File: src/rtl/sfcs_pkg.sv
// shared types, opcodes and helpers for the serial flash command sequencer
`default_nettype none

package sfcs_pkg;

    // field widths
    localparam int ADDR_W  = 24;
    localparam int COUNT_W = 16;
    localparam int BYTE_W  = 8;

    // flash geometry, both powers of two
    localparam int PAGE_BYTES   = 256;
    localparam int SECTOR_BYTES = 4096;
    localparam int PAGE_LOG     = $clog2(PAGE_BYTES);
    localparam int SECTOR_LOG   = $clog2(SECTOR_BYTES);

    // most bus actions one word's list can hold, and the counter width for it
    localparam int MAX_RESULTS = 8;
    localparam int CNT_W       = $clog2(MAX_RESULTS + 1);

    // command codes
    typedef enum logic [3:0] {
        CMD_READ   = 4'd0,
        CMD_WRITE  = 4'd1,
        CMD_DATA   = 4'd2,
        CMD_SECTOR = 4'd3,
        CMD_CHIP   = 4'd4,
        CMD_ID     = 4'd5,
        CMD_STATUS = 4'd6,
        CMD_WSTAT  = 4'd7,
        CMD_SLEEP  = 4'd8,
        CMD_WAKE   = 4'd9
    } cmd_t;

    // bus action codes
    typedef enum logic [1:0] {
        ACT_REFUSE = 2'd0,
        ACT_XFER   = 2'd1,
        ACT_POLL   = 2'd2
    } action_t;

    // open frame
    typedef enum logic [1:0] {
        MODE_IDLE  = 2'd0,
        MODE_READ  = 2'd1,
        MODE_WRITE = 2'd2
    } mode_t;

    // flash opcodes
    localparam logic [7:0] OP_WREN   = 8'h06;
    localparam logic [7:0] OP_RDSR   = 8'h05;
    localparam logic [7:0] OP_WRSR   = 8'h01;
    localparam logic [7:0] OP_READ   = 8'h03;
    localparam logic [7:0] OP_PP     = 8'h02;
    localparam logic [7:0] OP_SE     = 8'h20;
    localparam logic [7:0] OP_CE     = 8'hC7;
    localparam logic [7:0] OP_RDID   = 8'h90;
    localparam logic [7:0] OP_PD     = 8'hB9;
    localparam logic [7:0] OP_RPD    = 8'hAB;
    localparam logic [7:0] DUMMY     = 8'hFF;

    // input word
    typedef struct packed {
        logic [3:0]         cmd;
        logic [ADDR_W-1:0]  address;
        logic [COUNT_W-1:0] byte_count;
        logic [BYTE_W-1:0]  data_byte;
    } cmd_word_t;

    // result word
    typedef struct packed {
        logic [1:0]        action;
        logic [BYTE_W-1:0] mosi_byte;
        logic              cs_begin;
        logic              cs_end;
        logic              capture;
        logic              last;
    } rsp_word_t;

    // all results of one input word, entry 0 goes out first
    typedef struct packed {
        logic [CNT_W-1:0]                  count;
        rsp_word_t [MAX_RESULTS-1:0]       entry;
    } burst_t;

    // one byte transfer
    function automatic rsp_word_t xfer(logic [7:0] b, logic cs_b, logic cs_e, logic cap);
        rsp_word_t w;
        w.action    = ACT_XFER;
        w.mosi_byte = b;
        w.cs_begin  = cs_b;
        w.cs_end    = cs_e;
        w.capture   = cap;
        w.last      = 1'b0;
        return w;
    endfunction

    // wait until the busy bit clears
    function automatic rsp_word_t poll_busy();
        rsp_word_t w;
        w.action    = ACT_POLL;
        w.mosi_byte = OP_RDSR;
        w.cs_begin  = 1'b0;
        w.cs_end    = 1'b0;
        w.capture   = 1'b0;
        w.last      = 1'b0;
        return w;
    endfunction

endpackage

`default_nettype wire

File: src/rtl/sfcs_decode.sv
// command decode: frame state and the list of bus actions for one word
`default_nettype none

module sfcs_decode
    import sfcs_pkg::*;
(
    input  wire logic      clk,
    input  wire logic      rst_n,
    input  wire logic      accept,
    input  wire cmd_word_t cmd_word,
    output burst_t         burst
);

    mode_t               mode_reg, mode_next;
    logic [ADDR_W-1:0]   next_address_reg, next_address_next;
    logic [COUNT_W-1:0]  bytes_left_reg, bytes_left_next;

    logic [COUNT_W-1:0]  left_dec;
    logic [ADDR_W-1:0]   addr_inc;
    logic [ADDR_W-1:0]   sector_addr;
    logic                page_end;
    logic                rd_ok;
    logic                wr_ok;
    burst_t              list;

    // shared arithmetic
    assign left_dec    = bytes_left_reg - COUNT_W'(1);
    assign addr_inc    = next_address_reg + ADDR_W'(1);
    assign page_end    = (addr_inc[PAGE_LOG-1:0] == '0);
    assign sector_addr = cmd_word.address << SECTOR_LOG;
    assign rd_ok       = (mode_reg == MODE_READ)  && (bytes_left_reg != '0);
    assign wr_ok       = (mode_reg == MODE_WRITE) && (bytes_left_reg != '0);

    // next frame state
    always_comb
    begin
        mode_next         = mode_reg;
        next_address_next = next_address_reg;
        bytes_left_next   = bytes_left_reg;
        if (cmd_word.cmd == CMD_DATA)
        begin
            if (rd_ok)
            begin
                bytes_left_next = left_dec;
                if (left_dec == '0)
                    mode_next = MODE_IDLE;
            end
            else if (wr_ok)
            begin
                bytes_left_next   = left_dec;
                next_address_next = addr_inc;
                if (left_dec == '0)
                    mode_next = MODE_IDLE;
            end
        end
        else if (mode_reg == MODE_IDLE && cmd_word.byte_count != '0)
        begin
            if (cmd_word.cmd == CMD_READ)
            begin
                mode_next       = MODE_READ;
                bytes_left_next = cmd_word.byte_count;
            end
            else if (cmd_word.cmd == CMD_WRITE)
            begin
                mode_next         = MODE_WRITE;
                bytes_left_next   = cmd_word.byte_count;
                next_address_next = cmd_word.address;
            end
        end
    end

    // bus action list
    always_comb
    begin
        list = '0;
        if (cmd_word.cmd == CMD_DATA)
        begin
            if (rd_ok)
            begin
                list.entry[0] = xfer(DUMMY, 1'b0, left_dec == '0, 1'b1);
                list.count    = CNT_W'(1);
            end
            else if (wr_ok)
            begin
                if (left_dec == '0 || page_end)
                begin
                    list.entry[0] = xfer(cmd_word.data_byte, 1'b0, 1'b1, 1'b0);
                    list.entry[1] = poll_busy();
                    list.count    = CNT_W'(2);
                    if (left_dec != '0)
                    begin
                        // next page header
                        list.entry[2] = xfer(OP_WREN, 1'b1, 1'b1, 1'b0);
                        list.entry[3] = xfer(OP_PP, 1'b1, 1'b0, 1'b0);
                        list.entry[4] = xfer(addr_inc[23:16], 1'b0, 1'b0, 1'b0);
                        list.entry[5] = xfer(addr_inc[15:8], 1'b0, 1'b0, 1'b0);
                        list.entry[6] = xfer(addr_inc[7:0], 1'b0, 1'b0, 1'b0);
                        list.count    = CNT_W'(7);
                    end
                end
                else
                begin
                    list.entry[0] = xfer(cmd_word.data_byte, 1'b0, 1'b0, 1'b0);
                    list.count    = CNT_W'(1);
                end
            end
        end
        else if (mode_reg == MODE_IDLE)
        begin
            case (cmd_word.cmd)
                CMD_READ:
                begin
                    if (cmd_word.byte_count != '0)
                    begin
                        list.entry[0] = xfer(OP_READ, 1'b1, 1'b0, 1'b0);
                        list.entry[1] = xfer(cmd_word.address[23:16], 1'b0, 1'b0, 1'b0);
                        list.entry[2] = xfer(cmd_word.address[15:8], 1'b0, 1'b0, 1'b0);
                        list.entry[3] = xfer(cmd_word.address[7:0], 1'b0, 1'b0, 1'b0);
                        list.count    = CNT_W'(4);
                    end
                end
                CMD_WRITE:
                begin
                    if (cmd_word.byte_count != '0)
                    begin
                        list.entry[0] = xfer(OP_WREN, 1'b1, 1'b1, 1'b0);
                        list.entry[1] = xfer(OP_PP, 1'b1, 1'b0, 1'b0);
                        list.entry[2] = xfer(cmd_word.address[23:16], 1'b0, 1'b0, 1'b0);
                        list.entry[3] = xfer(cmd_word.address[15:8], 1'b0, 1'b0, 1'b0);
                        list.entry[4] = xfer(cmd_word.address[7:0], 1'b0, 1'b0, 1'b0);
                        list.count    = CNT_W'(5);
                    end
                end
                CMD_SECTOR:
                begin
                    list.entry[0] = xfer(OP_WREN, 1'b1, 1'b1, 1'b0);
                    list.entry[1] = poll_busy();
                    list.entry[2] = xfer(OP_SE, 1'b1, 1'b0, 1'b0);
                    list.entry[3] = xfer(sector_addr[23:16], 1'b0, 1'b0, 1'b0);
                    list.entry[4] = xfer(sector_addr[15:8], 1'b0, 1'b0, 1'b0);
                    list.entry[5] = xfer(sector_addr[7:0], 1'b0, 1'b1, 1'b0);
                    list.entry[6] = poll_busy();
                    list.count    = CNT_W'(7);
                end
                CMD_CHIP:
                begin
                    list.entry[0] = xfer(OP_WREN, 1'b1, 1'b1, 1'b0);
                    list.entry[1] = poll_busy();
                    list.entry[2] = xfer(OP_CE, 1'b1, 1'b1, 1'b0);
                    list.entry[3] = poll_busy();
                    list.count    = CNT_W'(4);
                end
                CMD_ID:
                begin
                    list.entry[0] = xfer(OP_RDID, 1'b1, 1'b0, 1'b0);
                    list.entry[1] = xfer(8'h00, 1'b0, 1'b0, 1'b0);
                    list.entry[2] = xfer(8'h00, 1'b0, 1'b0, 1'b0);
                    list.entry[3] = xfer(8'h00, 1'b0, 1'b0, 1'b0);
                    list.entry[4] = xfer(DUMMY, 1'b0, 1'b0, 1'b1);
                    list.entry[5] = xfer(DUMMY, 1'b0, 1'b1, 1'b1);
                    list.count    = CNT_W'(6);
                end
                CMD_STATUS:
                begin
                    list.entry[0] = xfer(OP_RDSR, 1'b1, 1'b0, 1'b0);
                    list.entry[1] = xfer(DUMMY, 1'b0, 1'b1, 1'b1);
                    list.count    = CNT_W'(2);
                end
                CMD_WSTAT:
                begin
                    list.entry[0] = xfer(OP_WRSR, 1'b1, 1'b0, 1'b0);
                    list.entry[1] = xfer(cmd_word.data_byte, 1'b0, 1'b1, 1'b0);
                    list.count    = CNT_W'(2);
                end
                CMD_SLEEP:
                begin
                    list.entry[0] = xfer(OP_PD, 1'b1, 1'b1, 1'b0);
                    list.count    = CNT_W'(1);
                end
                CMD_WAKE:
                begin
                    list.entry[0] = xfer(OP_RPD, 1'b1, 1'b1, 1'b0);
                    list.count    = CNT_W'(1);
                end
                default:
                begin
                    list = '0;
                end
            endcase
        end
    end

    // refusal when nothing was produced, then mark the final entry
    always_comb
    begin
        burst = list;
        if (list.count == '0)
        begin
            burst       = '0;
            burst.count = CNT_W'(1);
        end
        for (int i = 0; i < MAX_RESULTS; i++)
        begin
            burst.entry[i].last = ((CNT_W'(i) + CNT_W'(1)) == burst.count);
        end
    end

    // frame state registers
    always_ff @(posedge clk or negedge rst_n)
    begin
        if (!rst_n)
        begin
            mode_reg         <= MODE_IDLE;
            next_address_reg <= '0;
            bytes_left_reg   <= '0;
        end
        else if (accept)
        begin
            mode_reg         <= mode_next;
            next_address_reg <= next_address_next;
            bytes_left_reg   <= bytes_left_next;
        end
    end

endmodule

`default_nettype wire

File: src/rtl/sfcs_emit.sv
// action queue: holds one word's bus actions and hands them out one per cycle unless the output is stalled
`default_nettype none

module sfcs_emit
    import sfcs_pkg::*;
(
    input  wire logic   clk,
    input  wire logic   rst_n,
    input  wire logic   load,
    input  wire burst_t burst,
    output logic        full,
    output logic        rsp_valid,
    input  wire logic   rsp_stall,
    output rsp_word_t   rsp_word
);

    rsp_word_t [MAX_RESULTS-1:0] entry_reg;
    logic [CNT_W-1:0]            cnt_reg;
    logic                        rsp_valid_reg;
    rsp_word_t                   rsp_word_reg;
    logic                        out_free;
    logic                        pop;

    // output slot frees when empty or taken this cycle
    assign out_free = !rsp_valid_reg || !rsp_stall;
    assign pop      = (cnt_reg != '0) && out_free;

    // a new word may enter once the final action is leaving
    assign full = (cnt_reg > CNT_W'(1)) || ((cnt_reg == CNT_W'(1)) && !out_free);

    assign rsp_valid = rsp_valid_reg;
    assign rsp_word  = rsp_word_reg;

    // queue count
    always_ff @(posedge clk or negedge rst_n)
    begin
        if (!rst_n)
            cnt_reg <= '0;
        else if (load)
            cnt_reg <= burst.count;
        else if (pop)
            cnt_reg <= cnt_reg - CNT_W'(1);
    end

    // queue entries, shifted toward entry 0
    always_ff @(posedge clk)
    begin
        if (load)
        begin
            entry_reg <= burst.entry;
        end
        else if (pop)
        begin
            for (int i = 0; i < MAX_RESULTS - 1; i++)
            begin
                entry_reg[i] <= entry_reg[i + 1];
            end
            entry_reg[MAX_RESULTS-1] <= '0;
        end
    end

    // output register valid
    always_ff @(posedge clk or negedge rst_n)
    begin
        if (!rst_n)
            rsp_valid_reg <= 1'b0;
        else if (out_free)
            rsp_valid_reg <= (cnt_reg != '0);
    end

    // output register payload
    always_ff @(posedge clk)
    begin
        if (pop)
            rsp_word_reg <= entry_reg[0];
    end

`ifndef SYNTHESIS
    a_load_nonempty: assert property (@(posedge clk) disable iff (!rst_n)
        load |-> (burst.count != '0) && (burst.count < CNT_W'(MAX_RESULTS)))
        else $error("action list loaded with bad count");

    a_load_only_when_free: assert property (@(posedge clk) disable iff (!rst_n)
        load |-> (cnt_reg == '0) || ((cnt_reg == CNT_W'(1)) && pop))
        else $error("action list overwritten before drained");

    a_last_on_final: assert property (@(posedge clk) disable iff (!rst_n)
        (pop && (cnt_reg == CNT_W'(1))) |-> entry_reg[0].last)
        else $error("final action of a word lacks last mark");

    a_no_early_last: assert property (@(posedge clk) disable iff (!rst_n)
        (pop && (cnt_reg > CNT_W'(1))) |-> !entry_reg[0].last)
        else $error("last mark before the final action");

    a_out_follows_pop: assert property (@(posedge clk) disable iff (!rst_n)
        pop |=> rsp_valid_reg)
        else $error("popped action not presented");
`endif

endmodule

`default_nettype wire

File: src/rtl/spi_flash_command_sequencer.sv
// top level of the serial NOR flash command sequencer
// Usage:
//   cmd channel (cmd_valid / cmd_stall / cmd_word) takes one command or data
//   word at a rising edge with cmd_valid high and cmd_stall low.
//   rsp channel (rsp_valid / rsp_stall / rsp_word) gives the bus actions the
//   word causes, in bus order, one per cycle while rsp_stall is low; the
//   final one has last set. A word causes 1 to 7 actions; a data word that
//   causes one action can follow every cycle while rsp_stall is low.
//   The first action of a word reaches rsp_word through the action queue
//   and the output register. The next word is taken in the cycle the
//   previous word's final action moves into the output register, so the
//   queue and output overlap. rsp_stall holds the output register; the
//   queue then stops and cmd_stall rises once the queue cannot take
//   another word. Reset closes any open frame, clears the write address
//   and byte count and empties the queue and the output register.
`default_nettype none

module spi_flash_command_sequencer
    import sfcs_pkg::*;
(
    input  wire logic      clk,
    input  wire logic      rst_n,
    input  wire logic      cmd_valid,
    output logic           cmd_stall,
    input  wire cmd_word_t cmd_word,
    output logic           rsp_valid,
    input  wire logic      rsp_stall,
    output rsp_word_t      rsp_word
);

    logic   accept;
    logic   full;
    burst_t burst;

    assign cmd_stall = full;
    assign accept    = cmd_valid && !full;

    // decode and frame state
    sfcs_decode u_decode (
        .clk      (clk),
        .rst_n    (rst_n),
        .accept   (accept),
        .cmd_word (cmd_word),
        .burst    (burst)
    );

    // action queue and output register
    sfcs_emit u_emit (
        .clk       (clk),
        .rst_n     (rst_n),
        .load      (accept),
        .burst     (burst),
        .full      (full),
        .rsp_valid (rsp_valid),
        .rsp_stall (rsp_stall),
        .rsp_word  (rsp_word)
    );

endmodule

`default_nettype wire

File: config.mk
export PLATFORM = sky130hd
export DESIGN_NAME = spi_flash_command_sequencer
export DESIGN_NICKNAME = d
export VERILOG_FILES = /design/src/rtl/sfcs_pkg.sv /design/src/rtl/sfcs_decode.sv /design/src/rtl/sfcs_emit.sv /design/src/rtl/spi_flash_command_sequencer.sv
export SDC_FILE = /design/constraint.sdc
export NUM_CORES = 1
export LEC_CHECK = 0
export ABC_AREA = 1
export BUFFER_PORTS_ARGS = -buffer_cell sky130_fd_sc_hd__buf_2
export CORE_MARGIN = 5
export CORE_UTILIZATION = 35
export DETAILED_ROUTE_END_ITERATION = 10
export PLACE_DENSITY = 0.56
export SETUP_SLACK_MARGIN = 0.5
export SLEW_MARGIN = 20
export SYNTH_ARGS = -nofsm -noshare
export SYNTH_HDL_FRONTEND = slang
export SYNTH_HIERARCHICAL = 1
export SYNTH_SLANG_ARGS = --single-unit
File: constraint.sdc
create_clock -name clk -period 2.8 [get_ports clk]
set_clock_uncertainty 0.1 [all_clocks]
set_input_delay 0.56 -clock clk [delete_from_list [all_inputs] [get_ports clk]]
set_output_delay 0.56 -clock clk [all_outputs]
set_load 0.1 [all_outputs]
==> out/qor.txt <==
Clock slew at reported path FFs - 80 ps
Routed wire per std cell - 16.0 um
Netlist cell types - 47
Cts hold-fix bufs - 0
Htree depth - 4
Yosys warns - 6
Initial core utilization - 35.1%
Fillers - 3,144
Vias in the first global route - 8,901
Final net count - 1,545
Gr ovfl total - 0
Final hold vios - 0
Worst reg-to-reg setup slack - 360 ps
First-pass GRT wire length - 47,500 um
Final worst-path cycle share - 87.0%
IO Port Bufs - 71
Global placer's final weighted congestion - 0.892
CP Class - flop to flop
Worst setup endpoint - u_emit/entry_reg[33]
Max reg flops - 112
Crit path DAT - 2530 ps
Worst hold path class - primary input to async pin
Drt pass-1 iters - 5
Post-synth EDFFs - 126
Syn Area/Cell - 7.77 sq um
Worst r2r src - u_decode/bytes_left_reg[4]
Leading cell type in the layout, fill and taps excluded - nand2_1
Post-route minimum period - 2440 ps
Std-Cell Core Area - 30,300 sq um
Cts bufs inserted - 17
RSZ-0062 raised after global routing - yes
Outcome - finished clean
Antenna viol nets, final - 0
CTS tree - built
Startpoint class of the critical path - flop
Die Span X - 185 um
GRT Resource Usage Total - 17.7%
Site Rows - 64
Synth Flop Type - edfxtp_1
Async SR Flop Fraction - 27.2%
IO Pins - 72
Slew Limit Fails - 0
Post-route cell area - 12,700 sq um
Fmax - 411 MHz
Clock Tree Buf Depth - 2
Cells after Synth - 1,372
Skew-Pair Late Insertion Delay - 440 ps
Fin util - 41.8%
Pwr dens - 1050 nW/um^2
Leakage power - 0.00585 uW
Final setup violation count - 0
Vias/cell - 4.84
Sequential fraction of the synthesis area - 46.5%
CP Capture Type - flop
WHS - 153 ps
Placement Cell Area - 11,300 sq um
Die height - 185 um
Synthesized cell area - 10,700 sq um
Clock root buffer - clkbuf_16
Initial antenna violation count - 1
Aggregate routed wire length - 30,300 um
Maximum fanout along the worst path - 6
Most frequent cells in the layout - 520 x nand2_1, 126 x edfxtp_1, 118 x inv_1
Area Growth Syn to Fin - 19.0%
Seq cells post-synth - 173
Max-Cap Viols - 0
Max-slew headroom - 45.2%
R2r endpoint - u_emit/entry_reg[33]
Worst setup path startpoint - u_decode/bytes_left_reg[4]
Tightest Pin Transition - 815 ps
Starting DRT DRC Count - 751
CTS Sinks - 173
Critical Path RT - 2890 ps
Detailed Place HPWL - 20,600 um
Vias - 9,159
DRC viols - 0
Overall Power - 13,300 uW
Worst VDD drop - 490 uV
Worst-case reg-to-reg path depth - 14
Die ar. - 34,100 sq um
Largest net degree at the start of global routing - 86
Share of post-route cells with drive strength above 1 - 20.2%
-- repair_timing --
item,CTS,global route
setup buffers,17,25
gates cloned,2,3
pin swaps,45,18
gates resized for setup,68,25
hold endpoints to repair,0,0
endpoints found under the setup margin,74,163
-- worst min-delay path by stage --
| stage | slack (ps) | startpoint | end | cells past startpoint |
|---|---|---|---|---|
| after global routing | 200 | rst_n | u_decode/next_address_reg[22] | 2 |
| after CTS | 160 | rst_n | u_decode/next_address_reg[22] | 2 |
| after detailed placement | 300 | u_emit/entry_reg[2] | u_emit/rsp_word[2] | 0 |
| after global placement | 300 | u_emit/entry_reg[5] | u_emit/rsp_word[5] | 0 |
| final | 150 | rst_n | u_decode/next_address_reg[22] | 2 |
| after floorplan | 160 | rst_n | u_decode/bytes_left_reg[0] | 0 |
-- layer usage --
metal	global-route usage [%]	routed length (um)
met1	24.0	13900
met2	28.6	14100
met3	3.36	1670
met4	5.74	617
met5	0	0
-- synth_stat cells, types with 2 or more instances --
cell type,count,area [sq um]
o211ai_1,11,82.6
nor3_4,2,32.5
buf_2,8,40.0
o21ai_1,27,135
dfrtp_1,47,1180
xor2_1,15,131
nand3_2,3,30.0
edfxtp_1,126,3780
o22ai_1,8,50.1
a21oi_1,49,245
buf_4,42,315
nor2_2,9,56.3
ha_1,6,75.1
o31ai_1,2,15.0
o21ai_2,3,26.3
nand2_2,12,75.1
nor2_1,105,394
o21a_1,3,22.5
nand2_4,3,33.8
nor3_1,11,55.1
nand3_1,34,170
nand2_1,535,2010
nand4_2,2,25.0
a31oi_1,7,43.8
nor2_4,9,101
o221ai_1,3,26.3
nand3b_1,2,15.0
buf_6,23,259
a221oi_1,3,26.3
inv_1,124,465
inv_2,12,45.0
o21ai_0,68,340
buf_1,4,15.0
nand4_1,24,150
clkbuf_1,18,67.6
-- power by group --
part | switching, uW | internal, uW | leakage [uW] | total (uW)
sequential | 613 | 4600 | 0.00183 | 5210
clock | 1110 | 1360 | 0.000288 | 2480
combinational | 3920 | 1740 | 0.00374 | 5650
-- per-stage QoR --
stage          std cells  setup WS (ps)  setup TNS (ps)
3_3_place_gp        1813            238               0
6_report            1893            365               0
3_5_place_dp        1813            198               0
5_1_grt             1893            249               0
2_1_floorplan       1405           -694         -122140
4_1_cts             1864            369               0
-- area by class of cell --
class / instances / area, sq um / share of cell area [%]
Inverter: 137 / 519 / 4.09
Sequential cell: 173 / 4960 / 39.1
Antenna cell: 1 / 2.50 / 0.0197
Tap cell: 396 / 495 / 3.91
Multi-Input combinational cell: 1000 / 4880 / 38.5
Clock buffer: 19 / 443 / 3.49
Timing Repair Buffer: 154 / 1220 / 9.64
Clock inverter: 13 / 155 / 1.22
-- worst max-delay path, stage by stage, from the launching register on --
cell,delay (ps)
dfrtp_2,450
nor2_4,170
nand2_2,100
nor2_4,160
nand2_2,110
xor2_2,190
buf_4,150
nor2_4,110
nand2_4,100
nand4_4,120
buf_4,130
buf_6,100
o21ai_2,50
nand2_1,90
nand2_1,50
-- kinds of logic after synthesis --
logic type / share of synthesized area (%)
AO/OA/AOI/OAI: 9.76
XOR/XNOR: 1.38
adder cells (fa/ha/maj): 0.704
buffers and inverters: 11.5
flip-flops: 46.5
other: 0.0352
AND/OR/NAND/NOR: 30.1
Note: power is estimated with default switching activity, not from simulation.
